## src/hdl/dcc_pkg.sv

```systemverilog
// ----------------------------------------------------------------------------
// dcc_pkg
// Shared widths, base codes and controller/datapath command types for the
// DNA consensus counter.
// ----------------------------------------------------------------------------
package dcc_pkg;

  // Field widths of the transactions and the configuration register.
  localparam int CFG_W   = 11;
  localparam int FUNC_W  = 1;
  localparam int BYTE_W  = 8;
  localparam int CODE_W  = 3;
  localparam int MIS_W   = 7;
  localparam int TOT_W   = 17;

  // Column storage: four saturating base counters per column.
  localparam int CNT_W   = 7;
  localparam int NBASES  = 4;
  localparam int ROW_W   = NBASES * CNT_W;
  localparam int SUM_W   = CNT_W + 2;
  localparam logic [CNT_W-1:0] CNT_MAX = {CNT_W{1'b1}};
  localparam logic [MIS_W-1:0] MIS_MAX = {MIS_W{1'b1}};
  localparam logic [TOT_W-1:0] TOT_MAX = {TOT_W{1'b1}};

  // Default depth of the column store.
  localparam int DEF_MAX_COLUMNS = 1024;

  // Function codes of an input transaction.
  localparam logic [FUNC_W-1:0] FUNC_LOAD = 1'b0;
  localparam logic [FUNC_W-1:0] FUNC_EMIT = 1'b1;

  // Accepted base characters.
  localparam logic [BYTE_W-1:0] CHAR_A = 8'h41;
  localparam logic [BYTE_W-1:0] CHAR_C = 8'h43;
  localparam logic [BYTE_W-1:0] CHAR_G = 8'h47;
  localparam logic [BYTE_W-1:0] CHAR_T = 8'h54;

  // Consensus codes.
  localparam logic [CODE_W-1:0] CODE_NONE = 3'd0;

  // Commands from the controller to the datapath.
  typedef struct packed {
    logic clear;     // write one zero row of the clearing sweep
    logic accept;    // capture a transaction and start the row read
    logic load_wb;   // write back the incremented row of a load
    logic eval;      // register consensus and column sum of an emit
    logic finish;    // complete an emit: clear row, post the result
  } dcc_cmd_t;

  // Status from the datapath to the controller.
  typedef struct packed {
    logic clr_done;  // the clearing sweep is at its last row
    logic func_emit; // the captured transaction is an emit
    logic out_free;  // the result register can take a new result
  } dcc_sts_t;

  // Counter lane of a base character; valid is low for any other byte.
  function automatic logic [2:0] base_lane(input logic [BYTE_W-1:0] b);
    logic [2:0] r;
    r = 3'b000;
    unique case (b)
      CHAR_A:  r = 3'b100;
      CHAR_C:  r = 3'b101;
      CHAR_G:  r = 3'b110;
      CHAR_T:  r = 3'b111;
      default: r = 3'b000;
    endcase
    return r;
  endfunction

endpackage

```

## src/hdl/dcc_ctrl.sv

```systemverilog
// ----------------------------------------------------------------------------
// dcc_ctrl
// Controller: sequences the clearing sweep and the read, evaluate and
// write-back steps of each transaction.
// ----------------------------------------------------------------------------
module dcc_ctrl (
  input  logic              clk,
  input  logic              rst_n,
  input  logic              in_valid,
  output logic              in_ready,
  input  dcc_pkg::dcc_sts_t sts,
  output dcc_pkg::dcc_cmd_t cmd
);
  import dcc_pkg::*;

  typedef enum logic [1:0] {
    S_CLEAR,
    S_IDLE,
    S_EVAL,
    S_FINISH
  } state_t;

  state_t state_r;
  logic   in_ready_r;
  logic   accept;

  assign accept   = in_valid && in_ready_r;
  assign in_ready = in_ready_r;

  // Command decode from the current state.
  always_comb begin
    cmd         = '0;
    cmd.clear   = (state_r == S_CLEAR);
    cmd.accept  = accept;
    cmd.load_wb = (state_r == S_EVAL) && !sts.func_emit;
    cmd.eval    = (state_r == S_EVAL) && sts.func_emit;
    cmd.finish  = (state_r == S_FINISH) && sts.out_free;
  end

  // State register and registered ready.
  always_ff @(posedge clk) begin
    if (!rst_n) begin
      state_r    <= S_CLEAR;
      in_ready_r <= 1'b0;
    end else begin
      unique case (state_r)
        S_CLEAR: begin
          if (sts.clr_done) begin
            state_r    <= S_IDLE;
            in_ready_r <= 1'b1;
          end
        end
        S_IDLE: begin
          if (accept) begin
            state_r    <= S_EVAL;
            in_ready_r <= 1'b0;
          end
        end
        S_EVAL: begin
          if (sts.func_emit) begin
            state_r <= S_FINISH;
          end else begin
            state_r    <= S_IDLE;
            in_ready_r <= 1'b1;
          end
        end
        S_FINISH: begin
          if (sts.out_free) begin
            state_r    <= S_IDLE;
            in_ready_r <= 1'b1;
          end
        end
        default: begin
          state_r    <= S_CLEAR;
          in_ready_r <= 1'b0;
        end
      endcase
    end
  end

  // A transaction is taken only in the idle state and moves on to evaluation.
  a_accept_idle: assert property (@(posedge clk) disable iff (!rst_n)
    accept |-> state_r == S_IDLE)
    else $error("transaction accepted outside the idle state");

  a_accept_eval: assert property (@(posedge clk) disable iff (!rst_n)
    accept |=> state_r == S_EVAL && !in_ready_r)
    else $error("accepted transaction did not enter evaluation");

  // Ready stays low for the whole clearing sweep.
  a_clear_block: assert property (@(posedge clk) disable iff (!rst_n)
    state_r == S_CLEAR |-> !in_ready_r)
    else $error("ready raised during the clearing sweep");

endmodule

```

## config.mk

```make
export PLATFORM = sky130hd
export DESIGN_NAME = dcc_ctrl
export DESIGN_NICKNAME = d
export VERILOG_FILES = /design/src/hdl/dcc_pkg.sv /design/src/hdl/dcc_ctrl.sv
export SDC_FILE = /design/constraint.sdc
export NUM_CORES = 1
export LEC_CHECK = 0
export ABC_AREA = 0
export ABC_CLOCK_PERIOD_IN_PS = 2100
export BUFFER_PORTS_ARGS = -buffer_cell sky130_fd_sc_hd__buf_2
export CORE_AREA = 2 2 39 41
export DETAILED_ROUTE_END_ITERATION = 6
export DIE_AREA = 0 0 41 43
export GPL_TIMING_DRIVEN = 0
export PLACE_DENSITY_LB_ADDON = 0.05
export SYNTH_ARGS = -nofsm -noshare
export SYNTH_HDL_FRONTEND = slang
export SYNTH_SLANG_ARGS = --single-unit
```

## constraint.sdc

```tcl
create_clock -name clk -period 2.1 [get_ports clk]
set_input_delay 0.315 -clock clk [delete_from_list [all_inputs] [get_ports clk]]
set_output_delay 0.315 -clock clk [all_outputs]
set_load 0.005 [all_outputs]
```

==> metrics.txt, run 1 <==
status=complete, no violations; vias in the first global route=roughly 200; top cells by area, synth=dfxtp_1 23%, ha_1 19%, nand2b_4 11%; hpwl dp=436 um; routed len/inst=between 8 and 9 um; global routing usage on met2=0.0813; 1st-pass router iterations=6; final setup skew=between 0.0015 and 0.002 ns; Hold EP=state_r[0]$_SDFFE_PN0P_; R2R Setup Slk=0.85 ns; Post-Layout Cell Count=between 50 and 60; total track usage=0.0701; Setup Viol. Count Final=0; Worst Setup End Kind=output port; Antenna diodes=0; Tcrit/Tclk final=0.704; Remaining Overflow, GRT=0; reg2reg start=state_r[0]$_SDFFE_PN0P_; critical path arrival=around 1.2 ns; met1 Usage GRT=0.0831; I/O Pins=12; CTS tree=built; Hold Crit Start=rst_n; Final Routed Wirelength=510 um; Max-slew headroom=0.896; postcts setup bufs=0; Max Cap Viol=0; largest net degree at the start of global routing=6; Final min period=~1.5 ns; clk sink count=3; area leader, netlist=dfxtp_1; die width=just over 40 um; 1st-iter DRT viols=5; Mapped Cells=28; # DRC=0; Worst EP required=approximately 1.8 ns; Cell Area, Synth=259 um^2; Hold Path Stages=2; Rows=14; vias per cell=between 4 and 5; Synth top area share=0.232; DR vias=~240; maximum VDD drop=around 0.21 mV; Worst-Margin Slew=~0.16 ns; CTS buffer count=3; synth unique cells=17; synth-to-layout area growth=39.1%; CTS max path bufs=2; cts repair resizes=0; Mapped Avg Cell Area=about 9.2 um^2; CP Max Fanout=3; GR peak layer=met4; sequential area share after synthesis=0.232; DIE HEIGHT=43 um; Max Slew Vio Count=0; layout cells sized above 1=0.419; Hold WC Path Type=input port to flop; r2r worst-path depth=5; Final ANT Viol Nets=0; Syn Nets=38; M3 GR Usage=0.0157; clk_lat worst skew=around 0.23 ns; Yosys Warn Count=0; reg2reg end=in_ready$_SDFFE_PN0P_; Post-layout nets=between 50 and 60; Initial Util=0.187; first-pass GRT wire length=759 um; placer congestion estimate=approximately 0.64; post-synthesis register bit count=3; max frequency=around 680 MHz; hold buffers post-CTS=0; Final Hold Viols=0; CP Class=flop to output port; P per Cell Area=662 nW/um^2; Inst Count DP=55; Reg clk slew, reported paths=about 0.030 ns; core area=approximately 1400 um^2; unrepaired setup endpoints after global routing=false; DIE AREA=approximately 1800 um^2; H-Tree Depth=1; CTS Root Cell=clkbuf_4; leak pwr=~0.0002 uW; Startpoint Class=flop; TNS Setup=0 ns; initial antenna violation count=0; Buffers on Ports=11
[cell usage after synthesis]
| cell | n |
|---|---|
| ha_1 | 4 |
| inv_1 | 4 |
| dfxtp_1 | 3 |
| and2_1 | 2 |
| nand2_1 | 2 |
| nand2b_4 | 2 |
| a31oi_1 | 1 |
| a32o_1 | 1 |
| and2_4 | 1 |
| and3_1 | 1 |
| buf_4 | 1 |
| mux2i_1 | 1 |
| nand4_1 | 1 |
| nor2b_1 | 1 |
| o211a_1 | 1 |
| o211ai_1 | 1 |
| o21a_1 | 1 |
[worst max-delay path by stage]
| stage | startpoint | end | slack (ns) | depth (start not counted) |
|---|---|---|---|---|
| after floorplan | state_r[0]$_SDFFE_PN0P_ | in_ready$_SDFFE_PN0P_ | 0.88 | 5 |
| after global placement | state_r[0]$_SDFFE_PN0P_ | in_ready$_SDFFE_PN0P_ | 0.82 | 5 |
| after detailed placement | state_r[0]$_SDFFE_PN0P_ | in_ready$_SDFFE_PN0P_ | 0.84 | 5 |
| after CTS | state_r[0]$_SDFFE_PN0P_ | cmd[1] | 0.60 | 5 |
| after global routing | state_r[0]$_SDFFE_PN0P_ | cmd[1] | 0.54 | 5 |
| final | state_r[0]$_SDFFE_PN0P_ | cmd[1] | 0.62 | 5 |
[stage by stage]
stage,utilization,setup slack [ns],cell area (um^2),total power [uW],hold slack (ns)
5_1_grt,0.260,0.537,360,257,0.387
2_1_floorplan,-,0.884,259,120,0.433
4_1_cts,0.260,0.597,360,247,0.372
6_report,0.260,0.622,360,239,0.376
3_3_place_gp,0.241,0.824,334,145,0.514
3_5_place_dp,0.241,0.843,334,143,0.498
[power by group]
group | switching [uW] | internal [uW]
clock network | 27.3 | 71.0
logic | 30.9 | 39.0
registers | 5.34 | 65.2
[cells by family (layout without fill, tap and decap cells)]
kind of cell / count (synthesis) / after routing / share of synthesized area
simple gates: 10 / 10 / 0.290
compound gates: 5 / 5 / 0.159
buf+inv: 5 / 20 / 0.0870
fa+ha+maj: 4 / 4 / 0.193
flops: 3 / 3 / 0.232
mux: 1 / 1 / 0.0386
[layout by cell type (no fill, tap or decap), types with 2 or more instances in the layout]
master and instances:
buf_2 11, inv_1 4, ha_1 4, clkbuf_4 3, dfxtp_1 3, nand2_1 2
and2_1 2, nand2b_4 2
[registers in the layout, summed over array words and instances (netlist names)]
register	count
in_ready	1
state_r	2
[worst max-delay path, stage by stage (launching register included)]
cell and delay (ns):
dfxtp_1 0.34, inv_1 0.08, ha_1 0.21, nand2_1 0.12
inv_1 0.06, buf_2 0.12
[metal layers]
metal  vias to the layer above  part of all wire  wire length (um)
met5                         -                 0                 0
met4                         0                 0                 0
met3                         0              0.10                52
met2                        10              0.47               242
met1                       103              0.42               215
li1                        124                 -                 -
[final cells by class]
class,instances,area (um^2)
Fill cell,169,1020
Multi-Input combinational cell,20,176
Sequential cell,3,60.1
Timing Repair Buffer,11,55.1
Clock buffer,4,26.3
Tap cell,16,20.0
Inverter,4,15.0
Buffer,1,7.51
(Power assumes the default switching activity.)
==> run 2: changes to the inputs <==
--- a/config.mk
+++ b/config.mk
@@ -5,8 +5,8 @@
 export SDC_FILE = /design/constraint.sdc
 export NUM_CORES = 1
 export LEC_CHECK = 0
-export ABC_AREA = 0
-export ABC_CLOCK_PERIOD_IN_PS = 2100
+export ABC_AREA = 1
+export ABC_CLOCK_PERIOD_IN_PS = 1400
 export BUFFER_PORTS_ARGS = -buffer_cell sky130_fd_sc_hd__buf_2
 export CORE_AREA = 2 2 39 41
 export DETAILED_ROUTE_END_ITERATION = 6
==> constraint.sdc (replaced) <==
create_clock -name clk -period 1.4 [get_ports clk]
set_input_delay 0.21 -clock clk [delete_from_list [all_inputs] [get_ports clk]]
set_output_delay 0.21 -clock clk [all_outputs]
set_load 0.005 [all_outputs]
==> run 2 against run 1 <==
  * Clock power increased by 48%
  * Via count grew 15%
  * Largest power group is now combinational cells
  * Cell area is 11% higher
  * Highest routed layer unchanged
==> metrics.txt, run 2 <==
status=complete, no violations; Most flops, register=state_r; post-synthesis register bit count=3 (unchanged); Antenna diodes=0 (unchanged); vias in the first global route=235 (+17%); CP Class=flop to output port; sequential area share after synthesis=0.209 (-0.0232); CTS buffer count=3 (unchanged); clk_lat worst skew=0.23 ns (about the same); Yosys Warn Count=0 (unchanged); Largest register FFs=2 (unchanged); final setup skew=0.00131 ns (-0.000315 ns); top cells by area, synth=dfxtp_1 21%, ha_1 17%, inv_1 16%; Tcrit/Tclk final=0.923; Max Slew Vio Count=0 (unchanged); die width=41 um (unchanged); max frequency=~770 MHz; area leader, netlist=dfxtp_1; Mapped Avg Cell Area=6.69 um^2 (-28%); 1st-pass router iterations=4 (-2); leak pwr=0.000259 uW (+30%); Main synth FF type=dfxtp_1; Mapped Cells=43 (+54%); DIE HEIGHT=43 um (unchanged); placer congestion estimate=0.659 (+2.6%); fillers=164 (-3.0%); most frequent cells in the layout=12 x inv_1, 11 x buf_2, 7 x nand2_2, 6 x nand2_1, 4 x ha_1; Setup Viol. Count Final=0 (unchanged); Cell Area, Synth=288 um^2 (+11%); Post-layout nets=70 (+30%); Remaining Overflow, GRT=0 (unchanged); most common cell in the netlist=inv_1; M3 GR Usage=0.0314 (+0.0157); most common cell after layout, fill and taps aside=inv_1; vias per cell=3.64 (-9.4%); I/O Pins=12 (unchanged); Compound-Gate Fraction of Synth Area=0.0783 (-0.0812); Worst Setup End Kind=output port; first-pass GRT wire length=869 um (+14%); Max-slew headroom=0.911 (+0.0153); H-Tree Depth=1 (unchanged); clk sink count=3 (unchanged); TNS Setup=0 ns (unchanged); unrepaired setup endpoints after global routing=false; Final min period=1.29 ns; hpwl dp=466 um (+6.9%); Initial Util=0.208 (+0.0208); routed len/inst=6.92 um (-20%); largest net degree at the start of global routing=5 (-1); Final ANT Viol Nets=0 (unchanged); layout cells sized above 1=0.458 (+0.0390); Synth Area in XOR/XNOR=0 (unchanged); multiplexer share of the synthesized area=0 (-0.0386); Worst-Margin Slew=0.133 ns (-0.0222 ns); initial antenna violation count=0 (unchanged); CP Max Fanout=4 (+1); Final Routed Wirelength=519 um (+1.8%); Final Hold Viols=0 (unchanged); GR peak layer=met2; global routing usage on met2=0.103 (+0.0219); Rows=14 (unchanged); DR vias=273 (+15%); Reg clk slew, reported paths=0.03 ns (about the same); Commonest cells post-synth=12 x inv_1, 7 x nand2_2, 6 x nand2_1, 4 x ha_1, 3 x dfxtp_1; met1 Usage GRT=0.0868 (+0.00375); Max Cap Viol=0 (unchanged); adder and majority cell fraction of the synthesized area=0.174 (-0.0193); maximum VDD drop=0.564 mV (+160%); P per Cell Area=1830 nW/um^2 (+180%); critical path arrival=1.08 ns (-0.08 ns); Syn Nets=53 (+39%); CTS Root Cell=clkbuf_4; Synth top area share=0.209 (-0.0232); simple logic cell fraction of the synthesized area=0.335 (+0.0449); worst slack, placed=0.161 ns (-0.682 ns); PnR worst setup slack=0.108 ns (-0.515 ns); DIE AREA=1760 um^2 (unchanged); 1st-iter DRT viols=2 (-3); synth unique cells=14 (-3); largest family of logic cells by synthesized area=simple AND/OR/NAND/NOR gates; number of synthesized flops with an enable pin=0 (unchanged); Worst EP required=1.19 ns (-0.59 ns); core area=1380 um^2 (unchanged); # DRC=0 (unchanged); Hold WC Path Type=input port to flop; Startpoint Class=flop; total track usage=0.0753 (+0.00516); CTS max path bufs=2 (unchanged); synth-to-layout area growth=39.1% (about the same); CTS tree=built; Buffers on Ports=11 (unchanged); asr flop ratio synth=0 (unchanged)
## run 2: cell count changes after synthesis, sizes merged, moves of 2 or more
cell / previous run / this run
nor2: 0 / 3
a21oi: 0 / 2
and2: 3 / 0
inv: 4 / 13
nand2: 2 / 14
nand2b: 2 / 0
## run 2: cell families after synthesis
logic type | count (synthesis)
simple gates | 18
flops | 3
compound gates | 4
buf+inv | 14
fa+ha+maj | 4
## run 2: final cells by class
type,instances,area [um^2],area share
Timing Repair Buffer,12,62.6,0.156
Multi-Input combinational cell,26,169,0.422
Tap cell,16,20.0,0.0500
Sequential cell,3,63.8,0.159
Buffer,1,7.51,0.0188
Inverter,13,51.3,0.128
Clock buffer,4,26.3,0.0656
## run 2: repair_timing
action	4_1_cts	5_1_grt
pin swaps	0	1
hold buffers	0	0
setup endpoints to repair	1	1
resized for setup	1	1
hold endpoints to repair	0	0
buffers inserted	0	1
## run 2: final timing paths
check / startpoint / depth (start not counted) / slack (ns) / end
min: rst_n / 3 / 0.24 / state_r[1]$_SDFFE_PN0P_
max: state_r[0]$_SDFFE_PN0P_ / 5 / 0.11 / cmd[1]
max reg2reg: state_r[0]$_SDFFE_PN0P_ / 7 / 0.23 / in_ready$_SDFFE_PN0P_
min reg2reg: state_r[0]$_SDFFE_PN0P_ / 2 / 0.50 / state_r[0]$_SDFFE_PN0P_
## run 2: per-stage QoR
stage	std cells	utilization	total power, uW	area, um^2	hold WS (ns)
CTS	74	0.282	745	390	0.238
global placement	70	0.262	594	363	0.479
global route	75	0.289	824	400	0.248
finish	75	0.289	734	400	0.241
detailed placement	70	0.262	587	363	0.474
floorplan	43	-	479	288	0.369
## run 2: critical path, cell delays in order, from the launching register on
cell and delay, ns:
dfxtp_4 0.35, inv_1 0.06, ha_1 0.21, nand2_2 0.07, inv_1 0.05, buf_2 0.12
## run 2: layer usage
| layer | vias up | part of all wire |
|---|---|---|
| met1 | 113 | 0.46 |
| met2 | 5 | 0.49 |
| met5 | - | 0 |
| met4 | 0 | 0 |
| met3 | 0 | 0.054 |
| li1 | 155 | - |
## run 2: where the power goes
group	leakage [uW]	switching, uW	internal [uW]
logic	0.000218	235	191
clock network	0.0000150	39.0	106
registers	0.0000255	31.7	131
total	0.000259	306	429
